--- src/rtl/fbb_pkg.sv ---
// types and constants shared by the foreground bounding box files
`default_nettype none

package fbb_pkg;

	localparam int RGB_W = 24;
	localparam int DIM_CFG_W = 13;
	localparam int BOX_W = 12;

	localparam logic [RGB_W-1:0] PAPER_COLOR_RESET = 24'hFFFFFF;
	localparam logic [DIM_CFG_W-1:0] FRAME_DIM_RESET = 13'd4096;

	typedef enum logic [1:0] {
		REG_PAPER_COLOR,
		REG_FRAME_WIDTH,
		REG_FRAME_HEIGHT
	} reg_idx_t;

	typedef struct packed {
		logic blank;
		logic [BOX_W-1:0] left;
		logic [BOX_W-1:0] top;
		logic [BOX_W-1:0] right;
		logic [BOX_W-1:0] bottom;
	} box_result_t;

endpackage

`default_nettype wire

--- src/rtl/fbb_tracker.sv ---
// raster position counters and content bounds tracking for one frame
`default_nettype none

module fbb_tracker import fbb_pkg::*; #(
	parameter int MAX_DIMENSION = 4096
) (
	input  wire logic clk,
	input  wire logic arst_n,
	input  wire logic step,
	input  wire logic content,
	input  wire logic [DIM_CFG_W-1:0] frame_width,
	input  wire logic [DIM_CFG_W-1:0] frame_height,
	output logic frame_end,
	output box_result_t result
);

	localparam int DIM_W = $clog2(MAX_DIMENSION);
	localparam int WW = ((DIM_W > DIM_CFG_W) ? DIM_W : DIM_CFG_W) + 1;
	localparam int EW = (DIM_W > BOX_W) ? DIM_W : BOX_W;
	localparam logic [WW-1:0] MAX_W = WW'(MAX_DIMENSION);
	localparam logic [WW-1:0] ONE_W = WW'(1);

	logic [DIM_W-1:0] col_q, row_q;
	logic [DIM_W-1:0] min_col_q, max_col_q, min_row_q, max_row_q;
	logic seen_q;

	logic [WW-1:0] width_w, height_w, clamp_w, clamp_h, last_col, last_row;
	logic row_end;
	logic [DIM_W-1:0] nb_min_col, nb_max_col, nb_min_row, nb_max_row;
	logic nb_seen;
	logic [EW-1:0] ext_l, ext_t, ext_r, ext_b;

	// dimension clamp: zero counts as one, oversize counts as the maximum
	always_comb begin
		width_w = WW'(frame_width);
		height_w = WW'(frame_height);
		clamp_w = width_w;
		if (width_w == '0) begin
			clamp_w = ONE_W;
		end else if (width_w > MAX_W) begin
			clamp_w = MAX_W;
		end
		clamp_h = height_w;
		if (height_w == '0) begin
			clamp_h = ONE_W;
		end else if (height_w > MAX_W) begin
			clamp_h = MAX_W;
		end
		last_col = clamp_w - ONE_W;
		last_row = clamp_h - ONE_W;
	end

	assign row_end = WW'(col_q) >= last_col;
	assign frame_end = row_end && (WW'(row_q) >= last_row);

	// bounds including the pixel now in the stage
	always_comb begin
		nb_min_col = min_col_q;
		nb_max_col = max_col_q;
		nb_min_row = min_row_q;
		nb_max_row = max_row_q;
		nb_seen = seen_q;
		if (content) begin
			nb_seen = 1'b1;
			if (!seen_q) begin
				nb_min_col = col_q;
				nb_max_col = col_q;
				nb_min_row = row_q;
				nb_max_row = row_q;
			end else begin
				if (col_q < min_col_q) nb_min_col = col_q;
				if (col_q > max_col_q) nb_max_col = col_q;
				if (row_q < min_row_q) nb_min_row = row_q;
				if (row_q > max_row_q) nb_max_row = row_q;
			end
		end
	end

	assign ext_l = EW'(nb_min_col);
	assign ext_t = EW'(nb_min_row);
	assign ext_r = EW'(nb_max_col);
	assign ext_b = EW'(nb_max_row);

	always_comb begin
		result.blank = !nb_seen;
		result.left = nb_seen ? ext_l[BOX_W-1:0] : '0;
		result.top = nb_seen ? ext_t[BOX_W-1:0] : '0;
		result.right = nb_seen ? ext_r[BOX_W-1:0] : '0;
		result.bottom = nb_seen ? ext_b[BOX_W-1:0] : '0;
	end

	always_ff @(posedge clk or negedge arst_n) begin
		if (!arst_n) begin
			col_q <= '0;
			row_q <= '0;
			min_col_q <= '0;
			max_col_q <= '0;
			min_row_q <= '0;
			max_row_q <= '0;
			seen_q <= 1'b0;
		end else if (step) begin
			if (frame_end) begin
				col_q <= '0;
				row_q <= '0;
				min_col_q <= '0;
				max_col_q <= '0;
				min_row_q <= '0;
				max_row_q <= '0;
				seen_q <= 1'b0;
			end else begin
				min_col_q <= nb_min_col;
				max_col_q <= nb_max_col;
				min_row_q <= nb_min_row;
				max_row_q <= nb_max_row;
				seen_q <= nb_seen;
				if (row_end) begin
					col_q <= '0;
					row_q <= row_q + DIM_W'(1);
				end else begin
					col_q <= col_q + DIM_W'(1);
				end
			end
		end
	end

endmodule

`default_nettype wire

--- src/rtl/foreground_bounding_box.sv ---
// foreground bounding box: the frame result is registered when the frame's last pixel leaves the input stage
// throughput one pixel per cycle, stalls only when a frame result waits on out_ready
// one result transaction per frame, issued with the frame's last pixel
// reset (arst_n low, asynchronous) clears the counters, bounds and valid flags
// and returns the registers to paper white and a 4096 by 4096 frame
`default_nettype none

module foreground_bounding_box import fbb_pkg::*; #(
	parameter int MAX_DIMENSION = 4096
) (
	input  wire logic clk,
	input  wire logic arst_n,
	// apb register port
	input  wire logic psel,
	input  wire logic penable,
	input  wire logic pwrite,
	input  wire logic [3:0] paddr,
	input  wire logic [31:0] pwdata,
	output logic [31:0] prdata,
	output logic pready,
	// pixel stream
	input  wire logic in_valid,
	output logic in_ready,
	input  wire logic [31:0] pixel_argb,
	// frame result
	output logic out_valid,
	input  wire logic out_ready,
	output logic blank,
	output logic [BOX_W-1:0] box_left,
	output logic [BOX_W-1:0] box_top,
	output logic [BOX_W-1:0] box_right,
	output logic [BOX_W-1:0] box_bottom
);

	// configuration registers
	logic [RGB_W-1:0] paper_q;
	logic [DIM_CFG_W-1:0] width_q;
	logic [DIM_CFG_W-1:0] height_q;
	reg_idx_t reg_idx;
	logic cfg_write;

	// input stage holds one pixel, only the rgb part matters
	logic valid_s1;
	logic [RGB_W-1:0] rgb_s1;

	// result register
	logic out_valid_q;
	box_result_t res_q;

	logic step;
	logic frame_end;
	logic content;
	box_result_t result;

	assign pready = 1'b1;
	assign reg_idx = reg_idx_t'(paddr[3:2]);
	assign cfg_write = psel && penable && pwrite;

	always_ff @(posedge clk or negedge arst_n) begin
		if (!arst_n) begin
			paper_q <= PAPER_COLOR_RESET;
			width_q <= FRAME_DIM_RESET;
			height_q <= FRAME_DIM_RESET;
		end else if (cfg_write) begin
			case (reg_idx)
				REG_PAPER_COLOR: paper_q <= pwdata[RGB_W-1:0];
				REG_FRAME_WIDTH: width_q <= pwdata[DIM_CFG_W-1:0];
				REG_FRAME_HEIGHT: height_q <= pwdata[DIM_CFG_W-1:0];
				default: ;
			endcase
		end
	end

	// read mux, unused address reads as zero
	always_comb begin
		case (reg_idx)
			REG_PAPER_COLOR: prdata = 32'(paper_q);
			REG_FRAME_WIDTH: prdata = 32'(width_q);
			REG_FRAME_HEIGHT: prdata = 32'(height_q);
			default: prdata = '0;
		endcase
	end

	// the staged pixel moves on unless it ends a frame and the result
	// register is still holding an untaken result
	assign content = rgb_s1 != paper_q;
	assign step = valid_s1 && (!frame_end || !out_valid_q || out_ready);
	assign in_ready = !valid_s1 || step;

	always_ff @(posedge clk or negedge arst_n) begin
		if (!arst_n) begin
			valid_s1 <= 1'b0;
		end else if (in_ready) begin
			valid_s1 <= in_valid;
		end
	end

	always_ff @(posedge clk) begin
		if (in_valid && in_ready) begin
			rgb_s1 <= pixel_argb[RGB_W-1:0];
		end
	end

	fbb_tracker #(
		.MAX_DIMENSION(MAX_DIMENSION)
	) u_tracker (
		.clk(clk),
		.arst_n(arst_n),
		.step(step),
		.content(content),
		.frame_width(width_q),
		.frame_height(height_q),
		.frame_end(frame_end),
		.result(result)
	);

	// result register: loaded by the frame's last pixel, cleared when taken
	always_ff @(posedge clk or negedge arst_n) begin
		if (!arst_n) begin
			out_valid_q <= 1'b0;
		end else if (step && frame_end) begin
			out_valid_q <= 1'b1;
		end else if (out_ready) begin
			out_valid_q <= 1'b0;
		end
	end

	always_ff @(posedge clk) begin
		if (step && frame_end) begin
			res_q <= result;
		end
	end

	assign out_valid = out_valid_q;
	assign blank = res_q.blank;
	assign box_left = res_q.left;
	assign box_top = res_q.top;
	assign box_right = res_q.right;
	assign box_bottom = res_q.bottom;

endmodule

`default_nettype wire

--- config.mk ---
export PLATFORM = sky130hd
export DESIGN_NAME = foreground_bounding_box
export DESIGN_NICKNAME = d
export VERILOG_FILES = /design/src/rtl/fbb_pkg.sv /design/src/rtl/fbb_tracker.sv /design/src/rtl/foreground_bounding_box.sv
export SDC_FILE = /design/constraint.sdc
export NUM_CORES = 1
export LEC_CHECK = 0
export BUFFER_PORTS_ARGS = -buffer_cell sky130_fd_sc_hd__buf_2
export CORE_MARGIN = 2
export CORE_UTILIZATION = 55
export CTS_CLUSTER_SIZE = 28
export DETAILED_ROUTE_END_ITERATION = 7
export PLACE_DENSITY = 0.83
export REMOVE_ABC_BUFFERS = 1
export SYNTH_ARGS = -nofsm -noshare
export SYNTH_HDL_FRONTEND = slang
export SYNTH_SLANG_ARGS = --single-unit
--- constraint.sdc ---
create_clock -name clk -period 10.25 [get_ports clk]
set_input_delay 0 -clock clk [delete_from_list [all_inputs] [get_ports clk]]
set_output_delay 0 -clock clk [all_outputs]
set_load 0.02 [all_outputs]
== Word-level counts from Yosys, hierarchy flattened ==
Index checks and enable logic that the tools add are counted.
Storage, ports and cells
  register bits: 198
  input bits: 75
  output and inout bits: 84
  logic and storage cells: 84
Operators by class
  add/subtract/negate cells: 4
  $lt $le $gt $ge: 8
  equality and inequality tests: 3
  muxes and demuxes: 29
  reductions and logical operators: 22
Operators by type and width (number)
  $mux W12: 20
  $pmux W24 S3: 1
  $mux W13: 3
  $ge A12 B14 Y1: 2
  $gt A13 B13 Y1 const B: 2
  $logic_not A13 Y1: 2
  $add A12 B1 Y12 const B: 2
  $gt A12 B12 Y1: 2
  $lt A12 B12 Y1: 2
  $ne A24 B24 Y1: 1
  $mux W14: 1
  $sub A13 B1 Y14 const B: 1
  $sub A14 B1 Y14 const B: 1
  $reduce_and A2 Y1: 4
  $logic_and A1 B1 Y1: 6
  $logic_not A1 Y1: 4
  $mux W1: 4
  $reduce_bool A2 Y1: 2
  $logic_or A1 B1 Y1: 3
  $eq A2 B1 Y1 const B: 1
  $eq A2 B2 Y1 const B: 1
  $logic_not A2 Y1: 1

== Logic depth before layout (Yosys ltp) ==
Gate-level depths: netlist (run 1).
  depth after elaboration: 12
  gate-level depth with buffers: 24
  mapped depth without buffers: 20

== Hierarchy ==
A second synthesis (run 1) with hierarchy kept.
Second synthesis, totals
  cell total of the unflattened synthesis: 1002
  area, all modules: 11180.7 µm²
By module, submodules not included
  fbb_tracker: instances 1, cells each 710, area each 6140.9 µm², sequential area each 1826.8 µm²
  foreground_bounding_box: instances 1, cells each 292, area each 5039.8 µm², sequential area each 3525.9 µm²

== Worst setup path before layout (run 1) ==
Ideal clock, no wire load.
  path type: register -> register
  from: register height_q[3]
  to: register res_q (netlist bit blank), enable pin
  library setup time: 457 ps
  arrival: 6213 ps
  data required time: 9793 ps
  setup slack: 3580 ps
  cell stages (with the launch flop): 24
  path buffers: 4
  clock period less this slack: 6670 ps
  cell sequence: dfrtp_1 > buf_6 > nor4_2 > nand2_1 > nor4_1 > nor2_1 > or2_2 > ha_1 > buf_2 > or4b_4 > a21oi_2 > a31oi_2 > nor2_1 > o32a_1 > ha_1 > a21o_1 > a21oi_1 > o221a_2 > o31ai_1 > nand3b_1 > buf_2 > nand3_1 > buf_2 > nor2_1
Between the ends
  cells in the longest elaborated chain, start to end: 11
  elaborated cells on any way between the ends: 12
  classes of those cells: add/sub (1); order compare (2); mux (2); reduce/logical (7)
Ends and longest elaborated chain
  start: declaration: RTL line foreground_bounding_box.sv:38  | logic [DIM_CFG_W-1:0] height_q;
  start signal: assignment: RTL line foreground_bounding_box.sv:68  | REG_FRAME_HEIGHT: height_q <= pwdata[DIM_CFG_W-1:0];
  $gt A13 B13 Y1: RTL line fbb_tracker.sv:46  | end else if (height_w > MAX_W) begin
  $mux W13: RTL line fbb_tracker.sv:46
  $mux W14 *: RTL line fbb_tracker.sv:44  | if (height_w == '0) begin
  $sub A14 B1 Y14 *: RTL line fbb_tracker.sv:50  | last_row = clamp_h - ONE_W;
  $ge A12 B14 Y1 *: RTL line fbb_tracker.sv:54  | assign frame_end = row_end && (WW'(row_q) >= last_row);
  $logic_and A1 B1 Y1 *: RTL line fbb_tracker.sv:54
  $logic_not A1 Y1: RTL line foreground_bounding_box.sv:87  | assign step = valid_s1 && (!frame_end || !out_valid_q || out_ready);
  $logic_or A1 B1 Y1 (2 in series): RTL line foreground_bounding_box.sv:87
  $logic_and A1 B1 Y1: RTL line foreground_bounding_box.sv:87
  $logic_and A1 B1 Y1 *: RTL line foreground_bounding_box.sv:129  | if (step && frame_end) begin
  end signal: assignment: RTL line foreground_bounding_box.sv:130  | res_q <= result;
  end: declaration: RTL line foreground_bounding_box.sv:48  | box_result_t res_q;
Mark *: on every way between the ends. The rest lies on a longest branch, timed or not.
A chain may end at the register's enable or synchronous reset.

== Worst setup path in the final report (run 1) ==
  from: register height_q[4]
  to: register rgb_s1[1], enable pin
Between the ends
  cells in the longest elaborated chain, start to end: 12
  elaborated cells on any way between the ends: 13
  classes of those cells: add/sub (1); order compare (2); mux (2); reduce/logical (8)
Ends and longest elaborated chain
  $gt A13 B13 Y1: RTL line fbb_tracker.sv:46
  $mux W13: RTL line fbb_tracker.sv:46
  $mux W14 *: RTL line fbb_tracker.sv:44
  $sub A14 B1 Y14 *: RTL line fbb_tracker.sv:50
  $ge A12 B14 Y1 *: RTL line fbb_tracker.sv:54
  $logic_and A1 B1 Y1 *: RTL line fbb_tracker.sv:54
  $logic_not A1 Y1 *: RTL line foreground_bounding_box.sv:87
  $logic_or A1 B1 Y1 * (2 in series): RTL line foreground_bounding_box.sv:87
  $logic_and A1 B1 Y1 *: RTL line foreground_bounding_box.sv:87
  $logic_or A1 B1 Y1 *: RTL line foreground_bounding_box.sv:88  | assign in_ready = !valid_s1 || step;
  $logic_and A1 B1 Y1 *: RTL line foreground_bounding_box.sv:99  | if (in_valid && in_ready) begin
  end signal: assignment: RTL line foreground_bounding_box.sv:100  | rgb_s1 <= pixel_argb[RGB_W-1:0];
  end: declaration: RTL line foreground_bounding_box.sv:44  | logic [RGB_W-1:0] rgb_s1;
Marks and branches as above.

==> impl_metrics.py, run 1 <==
metrics = {
    "outcome": {
        "status": "finished clean",
    },
    "cts": {
        "library_cell_used_as_clock_root_buffer": "sky130_fd_sc_hd__clkbuf_16",
        "count_of_instances_resized_after_the_clock_tree_is_built": 0,
        "deepest_level_of_the_cts_h_tree": 4,
        "worst_setup_hold_path_clk_slew_ps": 80,
        "count_of_buffers_added_by_post_cts_timing_repair_for_setup": 0,
        "clock_path_buffers": 2,
        "clkSinkCount": 198,
        "clkLatencyLatePin_ps": 450,
        "cts_inserted_buffers": 17,
        "tritoncts": "done",
    },
    "synthesis": {
        "yosys_warnings": 0,
        "synth_enable_flop_cells": 73,
        "mappedNetlistArea_mm2": 0.01098,
        "syn_inst": 1005,
        "ys_ff_latch": 198,
        "synth_flop_cell": "sky130_fd_sc_hd__dfrtp_1",
        "ys_async_sr_fraction_pct": 63.13,
        "synth.yosys.seq_area_share_pct": 48.76,
        "yosysUniqueCellTypes": 69,
        "postSynthAreaPerCell_um2": 10.92,
    },
    "setup_path": {
        "critPathMaxStageDelay_ps": 540,
        "setup.worst_path.start_class": "register",
        "critical_path_cell_sequence": "nor4_2, nand2_1, nor4_1, nor2_1, or2_2, ha_1, or4b_4, a21oi_2, a31oi_2, nor2_1, o32a_1, ha_1, nand3_1, or3_1, o31ai_1, nand3b_1, or3_1, and2_1",
        "end_kind": "register",
        "path_max_fanout": 24,
        "timing.critical_path.slowest_stage_cell": "sky130_fd_sc_hd__and2_1",
        "number_of_cells_traversed_by_the_worst_register_to_register_path": 18,
        "arrival_ps": 6160,
        "timing.setup.critical_path_class": "reg2reg",
        "cp_data_required_time_ps": 10280,
    },
    "placed_design": {
        "total_of_buffers_placed_on_input_and_output_ports": 131,
        "detailed_place_hpwl_mm": 16.54,
        "placement.setup.worst_slack_ps": 4195,
        "routabilityCongestion": 0.8708,
        "post_dp_cell_area_mm2": 0.01174,
    },
    "power": {
        "power.switching_fraction_pct": 37.05,
        "p_switching_uw": 1072,
        "sequentialPowerShare_pct": 39.4,
        "max-vdd-ir-drop_mv": 0.1655,
        "p_int_uw": 1822,
        "power_frac_clock_pct": 24.5,
        "comb_power_share_pct": 36.0,
        "p_per_area_mw_per_mm2": 224.8,
        "static-leakage-power_uw": 0.005643,
    },
    "routing": {
        "vias": 8212,
        "route.detailed.drc": 0,
        "detail_route.iter0.violations": 658,
        "first_pass_iters": 7,
        "average_detailed_routed_wire_length_per_instance_um": 17.33,
        "routed_via_density": 5.723,
        "drt-total-wl_mm": 24.87,
        "ant_nets": 0,
    },
    "sta": {
        "finalSetupViolCount": 0,
        "skew_ps": 12.50,
        "fin_crit_sh_pct": 59.78,
        "finalCriticalPeriod_ps": 6128,
        "tightest_slew_ps": 1123,
        "rsz_0062_raised_after_global_routing": "false",
        "maxClockFrequency_mhz": 163.2,
        "totalNegativeSetupSlack_ps": 0,
        "timing_hold_violations_final": 0,
        "timing.max_slew.rel_slack_pct": 24.94,
        "setup_ws_ps": 4122,
        "max_slew_violation_count": 0,
    },
    "hold_path": {
        "holdCritPathClass": "in2async",
    },
    "global_route": {
        "vias_in_the_first_global_route": 8179,
        "grt_usage_pct": 24.11,
        "grt_overflow_total": 0,
        "number_of_antenna_violations_at_the_first_check_in_global_routing": 0,
        "grt_pass1_wl_mm": 41.47,
        "maximum_number_of_pins_on_one_net_before_global_route_repair": 74,
    },
    "final_layout": {
        "layout-drive-gt1-share_pct": 22.56,
        "antennaDiodeCount": 0,
        "layout.nets": 1306,
        "filler_cell_count": 1457,
        "area_growth_syn_to_layout_pct": 17.29,
        "finalInstanceArea_mm2": 0.01287,
    },
    "die": {
        "starting_density_pct": 56.22,
        "die_footprint_mm2": 0.02110,
        "ios": 159,
        "die_x_um": 145.3,
        "rows": 51,
        "die_extent_in_y_um": 145.3,
        "placeableCoreArea_mm2": 0.01953,
    },
    "flow_run": {
        "drv.max_cap_violation_count": 0,
    },
}
through the flow:
stage / total power, uW / std cells / utilization (%) / hold WS, ps
3_3_place_gp: 2118 / 1352 / 60.14 / 82.19
6_report: 2895 / 1435 / 65.94 / 144.6
5_1_grt: 3076 / 1435 / 65.94 / 197.2
4_1_cts: 2890 / 1435 / 65.94 / 166.1
2_1_floorplan: 1876 / 951 / - / -295.6
3_5_place_dp: 2163 / 1352 / 60.14 / 88.97
cell families (layout without fill, tap and decap cells):
group                    Yosys count  in the layout  synth area share [%]
AO/OA/AOI/OAI                    219            219                 13.97
XOR/XNOR                          41             41                 3.271
adder cells (fa/ha/maj)           74             74                 8.435
buffers and inverters            115            273                 4.799
flip-flops                       198            198                 48.76
multiplexers                      86             86                 8.389
other                              2              9               0.06842
AND/OR/NAND/NOR                  270            270                 12.30
placed cells by master, fill, tap and decap left out, types with 4 or more instances in the layout:
cell / Yosys / layout
sky130_fd_sc_hd__buf_2: 10 / 130
sky130_fd_sc_hd__dfrtp_1: 99 / 99
sky130_fd_sc_hd__ha_1: 74 / 74
sky130_fd_sc_hd__edfxtp_1: 73 / 73
sky130_fd_sc_hd__nor2_1: 73 / 71
sky130_fd_sc_hd__nand2_1: 64 / 64
sky130_fd_sc_hd__o21ai_0: 59 / 59
sky130_fd_sc_hd__inv_1: 54 / 54
sky130_fd_sc_hd__dlygate4sd3_1: 0 / 51
sky130_fd_sc_hd__mux2_2: 48 / 48
sky130_fd_sc_hd__a22o_1: 45 / 45
sky130_fd_sc_hd__mux2i_1: 38 / 38
sky130_fd_sc_hd__o31ai_1: 27 / 27
sky130_fd_sc_hd__a21oi_1: 26 / 26
sky130_fd_sc_hd__dfstp_2: 26 / 26
sky130_fd_sc_hd__xnor2_1: 23 / 23
sky130_fd_sc_hd__nand3_1: 23 / 23
sky130_fd_sc_hd__xor2_1: 18 / 18
sky130_fd_sc_hd__clkbuf_16: 0 / 17
sky130_fd_sc_hd__nand4_1: 16 / 16
sky130_fd_sc_hd__nand2b_1: 15 / 15
sky130_fd_sc_hd__and2_1: 15 / 15
sky130_fd_sc_hd__nor4_1: 13 / 13
sky130_fd_sc_hd__a21o_1: 12 / 12
sky130_fd_sc_hd__nor3_1: 12 / 11
sky130_fd_sc_hd__and3_1: 11 / 11
sky130_fd_sc_hd__nor2b_1: 9 / 9
sky130_fd_sc_hd__conb_1: 2 / 9
sky130_fd_sc_hd__o21a_1: 6 / 6
sky130_fd_sc_hd__buf_4: 10 / 6
sky130_fd_sc_hd__a21boi_0: 4 / 4
sky130_fd_sc_hd__a211oi_1: 4 / 4
power by group through the flow:
stage / clock [uW] / combinational (uW) / sequential, uW
floorplan: 0 / 783 / 1090
global placement: 0 / 975 / 1140
detailed placement: 0 / 1010 / 1150
CTS: 718 / 1040 / 1140
global route: 748 / 1170 / 1160
finish: 710 / 1040 / 1140
critical path: cells and delay by family, from the launching register on:
family / cells / cell delay, ps
AOI/OAI and AO/OA: 4 / 940
adders and majority gates: 2 / 620
and+or+nand+nor: 12 / 3630
DFF: 1 / 490
flip-flops by register name, summed over array words and instances, names as in the netlist:
signal,count
paper_q,24
out_valid,1
box_left,12
u_tracker.col_q,12
u_tracker.row_q,12
box_top,12
rgb_s1,24
u_tracker.min_row_q,12
u_tracker.seen_q,1
u_tracker.max_col_q,12
u_tracker.min_col_q,12
u_tracker.max_row_q,12
width_q,13
valid_s1,1
height_q,13
box_bottom,12
blank,1
box_right,12
final timing paths:
check / from / endpoint / slack [ps]
worst max-delay path: height_q[4] / rgb_s1[1] / 4120
worst min-delay path: arst_n / u_tracker.min_row_q[10] / 140
worst max register to register: height_q[4] / rgb_s1[1] / 4120
worst min register to register: u_tracker.max_col_q[7] / u_tracker.max_col_q[7] / 500
max in group asynchronous: arst_n / width_q[8] / 8690
min in group clk: penable / paper_q[13] / 170
synthesized netlist by cell type (4+ instances only):
cell	number	area share [%]
sky130_fd_sc_hd__dfstp_2	26	6.2
sky130_fd_sc_hd__clkbuf_1	32	1.1
sky130_fd_sc_hd__nor2_1	73	2.5
sky130_fd_sc_hd__a21boi_0	4	0.27
sky130_fd_sc_hd__a21o_1	12	0.82
sky130_fd_sc_hd__mux2_2	48	4.9
sky130_fd_sc_hd__nor3_1	12	0.55
sky130_fd_sc_hd__ha_1	74	8.4
sky130_fd_sc_hd__xor2_1	18	1.4
sky130_fd_sc_hd__buf_2	10	0.46
sky130_fd_sc_hd__nor2b_1	9	0.51
sky130_fd_sc_hd__a211oi_1	4	0.27
sky130_fd_sc_hd__nand2b_1	15	0.85
sky130_fd_sc_hd__buf_4	10	0.68
sky130_fd_sc_hd__dfrtp_1	99	23
sky130_fd_sc_hd__and2_1	15	0.85
sky130_fd_sc_hd__o31ai_1	27	1.8
sky130_fd_sc_hd__o21a_1	6	0.41
sky130_fd_sc_hd__a22o_1	45	3.6
sky130_fd_sc_hd__mux2i_1	38	3.5
sky130_fd_sc_hd__and3_1	11	0.63
sky130_fd_sc_hd__a21oi_1	26	1.2
sky130_fd_sc_hd__edfxtp_1	73	20
sky130_fd_sc_hd__o21ai_0	59	2.7
sky130_fd_sc_hd__nand3_1	23	1.0
sky130_fd_sc_hd__xnor2_1	23	1.8
sky130_fd_sc_hd__inv_1	54	1.8
sky130_fd_sc_hd__nand4_1	16	0.91
sky130_fd_sc_hd__buf_6	6	0.62
sky130_fd_sc_hd__nor4_1	13	0.74
sky130_fd_sc_hd__nand2_1	64	2.2
cell type report:
class                      count  area [um2]  share of cell area [%]
multi-input combinational    699        5160                   40.08
clock inverter                14       192.7                   1.497
clock buffer                  18       429.2                   3.333
tap                          265       331.6                   2.575
sequential                   198        5353                   41.57
inverter                      54       202.7                   1.574
timing repair buffer         187        1206                   9.368
what timing repair did:
action | CTS | global route
setup endpoints to repair | 0 | 0
endpoints found under the hold margin | 128 | 0
hold buffers | 51 | 0
routing by layer:
layer | global-route usage (%) | vias to the layer above | wire length [um]
met3 | 4.182 | 43 | 1265
met5 | 0 | - | 0
met2 | 40.26 | 270 | 12050
li1 | - | 3947 | -
met1 | 32.20 | 3952 | 11030
met4 | 7.696 | 0 | 514
Power figures use the tool's default switching activity.
==> inputs of run 2 (changes only) <==
==> constraint.sdc (replaced) <==
create_clock -name clk -period 6.1 [get_ports clk]
set_input_delay 0 -clock clk [delete_from_list [all_inputs] [get_ports clk]]
set_output_delay 0 -clock clk [all_outputs]
set_load 0.02 [all_outputs]
==> impl_metrics.py, run 2 (synthesis gave the netlist of run 1 again) <==
metrics = {
    "power": {
        "p_per_area_mw_per_mm2": 371.6,
        "static-leakage-power_uw": 0.005675,
        "max-vdd-ir-drop_mv": 0.2405,
    },
    "die": {
        "die_extent_in_y_um": 145.3,
        "die_footprint_mm2": 0.02110,
        "starting_density_pct": 56.22,
        "placeableCoreArea_mm2": 0.01953,
        "die_x_um": 145.3,
        "ios": 159,
        "rows": 51,
    },
    "sta": {
        "rsz_0062_raised_after_global_routing": "false",
        "timing_hold_violations_final": 0,
        "finalCriticalPeriod_ps": 5702,
        "skew_ps": 10.51,
        "max_slew_violation_count": 0,
        "fin_crit_sh_pct": 93.47,
        "maxClockFrequency_mhz": 175.4,
        "tightest_slew_ps": 1162,
        "finalSetupViolCount": 0,
        "timing.max_slew.rel_slack_pct": 22.19,
    },
    "setup_path": {
        "path_common_cell": "sky130_fd_sc_hd__nor2_1",
        "crit_family": "simple AND/OR/NAND/NOR gates",
        "end_kind": "register",
        "setup.worst_path.start_class": "register",
        "cp_data_required_time_ps": 6430,
        "path_buf_inv": 1,
        "timing.critical_path.slowest_stage_cell": "sky130_fd_sc_hd__dfrtp_1",
        "arrival_ps": 6030,
        "path_max_fanout": 12,
        "timing.setup.critical_path_class": "reg2reg",
        "critPathMaxStageDelay_ps": 480,
        "critical_path_cell_sequence": "nor4_2, nand2_1, nor4_1, nor2_1, or2_2, ha_1, or4b_4, a21oi_2, a31oi_2, nor2_1, o32a_1, ha_1, nand3_1, or3_1, o221a_2, o31ai_2, nand2_1, buf_4, o21ai_1, nor2_1, a22o_1",
    },
    "final_layout": {
        "finalInstanceArea_mm2": 0.01293,
        "layout.nets": 1318,
        "area_growth_syn_to_layout_pct": 17.79,
        "final_common_cell": "sky130_fd_sc_hd__buf_2",
        "antennaDiodeCount": 0,
        "largest_registers": "paper_q: 24 flops, rgb_s1: 24 flops",
        "layout.core_utilization_pct": 66.22,
        "filler_cell_count": 1478,
        "layout-drive-gt1-share_pct": 23.35,
        "mostFrequentLayoutCells": "130 x sky130_fd_sc_hd__buf_2, 99 x sky130_fd_sc_hd__dfrtp_1, 74 x sky130_fd_sc_hd__ha_1",
    },
    "routing": {
        "first_pass_iters": 7,
        "drt-total-wl_mm": 25.58,
        "ant_nets": 0,
        "vias": 8385,
        "average_detailed_routed_wire_length_per_instance_um": 17.68,
        "routed_via_density": 5.795,
        "route.detailed.drc": 0,
        "detail_route.iter0.violations": 590,
    },
    "global_route": {
        "vias_in_the_first_global_route": 8348,
        "number_of_antenna_violations_at_the_first_check_in_global_routing": 0,
        "grt_pass1_wl_mm": 42.23,
        "maximum_number_of_pins_on_one_net_before_global_route_repair": 81,
        "grt_usage_pct": 24.60,
        "grt_overflow_total": 0,
    },
    "outcome": {
        "status": "finished clean",
    },
    "hold_path": {
        "holdCritPathClass": "in2async",
    },
    "cts": {
        "clkLatencyLatePin_ps": 440,
        "worst_setup_hold_path_clk_slew_ps": 70,
        "cts_inserted_buffers": 17,
        "tritoncts": "done",
        "library_cell_used_as_clock_root_buffer": "sky130_fd_sc_hd__clkbuf_16",
        "deepest_level_of_the_cts_h_tree": 4,
        "clock_path_buffers": 2,
        "clkSinkCount": 198,
    },
    "placed_design": {
        "post_dp_cell_area_mm2": 0.01177,
        "total_of_buffers_placed_on_input_and_output_ports": 131,
        "detailed_place_hpwl_mm": 17.12,
        "routabilityCongestion": 0.8998,
    },
    "flow_run": {
        "drv.max_cap_violation_count": 0,
    },
}
==> run 2: metrics by stage <==
stage | TNS, ps | setup slack (ps) | cells | total power [uW] | hold slack, ps
3_3_place_gp | 0 | 502.2 | 1356 | 3552 | 30.67
6_report | 0 | 398.4 | 1447 | 4805 | 100.4
3_5_place_dp | 0 | 302.6 | 1356 | 3647 | 36.71
5_1_grt | 0 | 25.59 | 1447 | 5104 | 169.3
4_1_cts | 0 | 252.1 | 1439 | 4787 | 123.9
2_1_floorplan | -26580 | -535.4 | 951 | 3152 | -295.6
==> run 2: cell type report <==
type | count | area (um2) | share of cell area (%)
well taps | 265 | 331.6 | 2.564
inverters | 54 | 202.7 | 1.568
repair buffers | 198 | 1289 | 9.967
clock buffers | 21 | 460.4 | 3.561
flip-flops and latches | 198 | 5353 | 41.40
clock inverters | 11 | 115.1 | 0.8903
multi-input cells | 700 | 5179 | 40.05
==> run 2: per-layer routing <==
layer / vias to the layer above / part of all wire [%] / global-route usage, %
met5: - / 0 / 0
met4: 0 / 2.1 / 8.088
met3: 43 / 5.5 / 4.434
met2: 311 / 49 / 41.30
met1: 4060 / 43 / 32.45
li1: 3971 / - / -
==> run 2: power by group <==
group / switching (uW) / total [uW] / internal (uW) / leakage, uW
sequential: 289 / 1930 / 1640 / 0.00224
combinational: 1000 / 1770 / 773 / 0.00316
clock: 512 / 1110 / 594 / 0.000275
total: 1800 / 4810 / 3000 / 0.00567
==> run 2: repair_timing <==
item	CTS	global route
hold endpoints to repair	121	0
setup buffers	0	7
hold buffers	51	0
setup endpoints to repair	0	102
resized for setup	0	2
==> run 2: final timing paths <==
path / from / to / slack (ps) / cells past startpoint
setup / recovery: height_q[4] / u_tracker.max_row_q[8] / 400 / 21
hold / removal: arst_n / u_tracker.min_row_q[6] / 100 / 2
setup reg to reg: height_q[4] / u_tracker.max_row_q[8] / 400 / 21
hold reg to reg: u_tracker.max_row_q[11] / u_tracker.max_row_q[11] / 500 / 1
max in group asynchronous: arst_n / width_q[6] / 4530 / 3
min in group clk: penable / height_q[10] / 220 / 5
==> inputs of run 3 (changes only) <==
--- a/config.mk
+++ b/config.mk
@@ -6,11 +6,14 @@
 export NUM_CORES = 1
 export LEC_CHECK = 0
 export BUFFER_PORTS_ARGS = -buffer_cell sky130_fd_sc_hd__buf_2
+export CELL_PAD_IN_SITES_DETAIL_PLACEMENT = 0
+export CELL_PAD_IN_SITES_GLOBAL_PLACEMENT = 1
 export CORE_MARGIN = 2
-export CORE_UTILIZATION = 55
+export CORE_UTILIZATION = 46
+export CTS_BUF_LIST = sky130_fd_sc_hd__clkbuf_4 sky130_fd_sc_hd__clkbuf_8 sky130_fd_sc_hd__clkbuf_16
 export CTS_CLUSTER_SIZE = 28
 export DETAILED_ROUTE_END_ITERATION = 7
-export PLACE_DENSITY = 0.83
+export PLACE_DENSITY = 0.87
 export REMOVE_ABC_BUFFERS = 1
 export SYNTH_ARGS = -nofsm -noshare
 export SYNTH_HDL_FRONTEND = slang
==> impl_metrics.py, run 3 (synthesis gave the netlist of run 1 again) <==
metrics = {
    "power": {
        "sequentialPowerShare_pct": 39.6,
        "p_per_area_mw_per_mm2": 369.5,
        "p_switching_uw": 1794,
        "finalPower_uw": 4798,
        "comb_power_share_pct": 36.6,
        "max-vdd-ir-drop_mv": 0.2196,
        "p_int_uw": 3004,
        "static-leakage-power_uw": 0.005679,
        "power_frac_clock_pct": 23.7,
        "power.switching_fraction_pct": 37.39,
    },
    "routing": {
        "drt-total-wl_mm": 24.80,
        "detail_route.iter0.violations": 510,
        "route.detailed.drc": 0,
        "ant_nets": 0,
        "average_detailed_routed_wire_length_per_instance_um": 16.56,
        "routed_via_density": 5.424,
        "first_pass_iters": 5,
        "vias": 8119,
    },
    "cts": {
        "count_of_buffers_added_by_post_cts_timing_repair_for_setup": 0,
        "clkLatencyLatePin_ps": 440,
        "cts_inserted_buffers": 17,
        "count_of_instances_resized_after_the_clock_tree_is_built": 0,
        "clkSinkCount": 198,
        "clock_path_buffers": 2,
        "library_cell_used_as_clock_root_buffer": "sky130_fd_sc_hd__clkbuf_16",
        "tritoncts": "done",
        "cts.hold.buffers_added": 51,
        "deepest_level_of_the_cts_h_tree": 4,
        "worst_setup_hold_path_clk_slew_ps": 80,
    },
    "flow_run": {
        "drv.max_cap_violation_count": 0,
    },
    "outcome": {
        "status": "finished clean",
    },
    "final_layout": {
        "layout.core_utilization_pct": 55.32,
        "area_growth_syn_to_layout_pct": 18.30,
        "largest_registers": "paper_q: 24 flops, rgb_s1: 24 flops",
        "final_common_cell": "sky130_fd_sc_hd__buf_2",
        "layout-drive-gt1-share_pct": 23.17,
        "mostFrequentLayoutCells": "130 x sky130_fd_sc_hd__buf_2, 99 x sky130_fd_sc_hd__dfrtp_1, 74 x sky130_fd_sc_hd__ha_1",
        "filler_cell_count": 2007,
        "antennaDiodeCount": 0,
        "layout.nets": 1314,
        "finalInstanceArea_mm2": 0.01299,
    },
    "setup_path": {
        "timing.setup.critical_path_class": "reg2reg",
        "worstReg2RegStart": "height_q[4]",
        "cp_data_required_time_ps": 6460,
        "reg2reg_setup_slack_ps": 480,
        "path_max_fanout": 12,
        "setup.worst_path.start_class": "register",
        "arrival_ps": 5990,
        "number_of_cells_traversed_by_the_worst_register_to_register_path": 19,
        "end_kind": "register",
        "critical_path.reg2reg.endpoint": "u_tracker.min_col_q[2]",
    },
    "global_route": {
        "grt_usage_pct": 20.95,
        "grt_pass1_wl_mm": 41.46,
        "grt_overflow_total": 0,
        "number_of_antenna_violations_at_the_first_check_in_global_routing": 0,
        "vias_in_the_first_global_route": 8130,
        "maximum_number_of_pins_on_one_net_before_global_route_repair": 71,
    },
    "placed_design": {
        "post_dp_cell_area_mm2": 0.01187,
        "routabilityCongestion": 0.8769,
        "detailed_place_hpwl_mm": 17.33,
        "total_of_buffers_placed_on_input_and_output_ports": 131,
    },
    "sta": {
        "tightest_slew_ps": 1169,
        "timing_hold_violations_final": 0,
        "finalCriticalPeriod_ps": 5622,
        "maxClockFrequency_mhz": 177.9,
        "fin_crit_sh_pct": 92.16,
        "rsz_0062_raised_after_global_routing": "false",
        "skew_ps": 15.26,
        "timing.max_slew.rel_slack_pct": 21.69,
        "finalSetupViolCount": 0,
        "max_slew_violation_count": 0,
    },
    "die": {
        "die_extent_in_y_um": 158.5,
        "placeableCoreArea_mm2": 0.02347,
        "rows": 56,
        "die_footprint_mm2": 0.02511,
        "ios": 159,
        "starting_density_pct": 46.76,
        "die_x_um": 158.5,
    },
    "hold_path": {
        "holdCritPathClass": "in2async",
    },
}
## run 3: per-layer routing
layer	vias to the layer above	track usage [%]	share of wire (%)
met2	198	35.82	48
met1	3923	27.31	46
met4	0	5.877	1.5
met5	-	0	0
met3	29	3.892	4.1
li1	3969	-	-
## run 3: power groups by stage
stage	Clock (uW)	Sequential [uW]	Combinational, uW
after floorplan	0	1840	1320
after global placement	0	1920	1680
after detailed placement	0	1920	1730
after CTS	1170	1900	1770
after global routing	1220	1930	1990
final	1140	1900	1760
## run 3: worst max-delay path by stage
stage / startpoint / endpoint / slack, ps / depth (start not counted)
after floorplan: height_q[3] / blank / -540 / 19
after global placement: height_q[4] / u_tracker.min_row_q[9] / 590 / 19
after detailed placement: height_q[4] / u_tracker.min_row_q[7] / 500 / 19
after CTS: height_q[4] / u_tracker.min_col_q[2] / 480 / 19
after global routing: height_q[4] / u_tracker.min_col_q[5] / 40 / 19
final: height_q[4] / u_tracker.min_col_q[2] / 480 / 19
## run 3: area by class of cell
| cell class | instances | area [um2] | share of cell area (%) |
|---|---|---|---|
| inverter | 54 | 202.7 | 1.561 |
| timing repair buffer | 195 | 1266 | 9.751 |
| clock buffer | 20 | 483.0 | 3.719 |
| multi-input combinational | 699 | 5160 | 39.74 |
| tap | 319 | 399.1 | 3.074 |
| sequential | 198 | 5353 | 41.22 |
| clock inverter | 12 | 121.4 | 0.9347 |
## run 3: stage by stage
stage          setup WS, ps  std cells  setup TNS [ps]  hold WS [ps]
2_1_floorplan        -535.4        951          -26580        -295.6
4_1_cts               476.0       1497               0         184.5
6_report              477.9       1497               0         165.7
3_5_place_dp          503.7       1414               0         105.3
5_1_grt               41.35       1497               0         253.3
3_3_place_gp          594.3       1414               0         101.7
## run 3: worst max-delay path: stages, from the launching register on
cell	delay, ps
sky130_fd_sc_hd__dfrtp_1	490
sky130_fd_sc_hd__nor4_2	420
sky130_fd_sc_hd__nand2_1	170
sky130_fd_sc_hd__nor4_1	310
sky130_fd_sc_hd__nor2_1	100
sky130_fd_sc_hd__or2_2	330
sky130_fd_sc_hd__ha_1	320
sky130_fd_sc_hd__or4b_4	280
sky130_fd_sc_hd__a21oi_2	40
sky130_fd_sc_hd__a31oi_2	240
sky130_fd_sc_hd__nor2_1	70
sky130_fd_sc_hd__o32a_1	290
sky130_fd_sc_hd__ha_1	300
sky130_fd_sc_hd__nand3_1	100
sky130_fd_sc_hd__or3_1	400
sky130_fd_sc_hd__o31ai_1	350
sky130_fd_sc_hd__nand3b_1	250
sky130_fd_sc_hd__o21ai_2	490
sky130_fd_sc_hd__a21o_1	400
sky130_fd_sc_hd__a22o_1	210
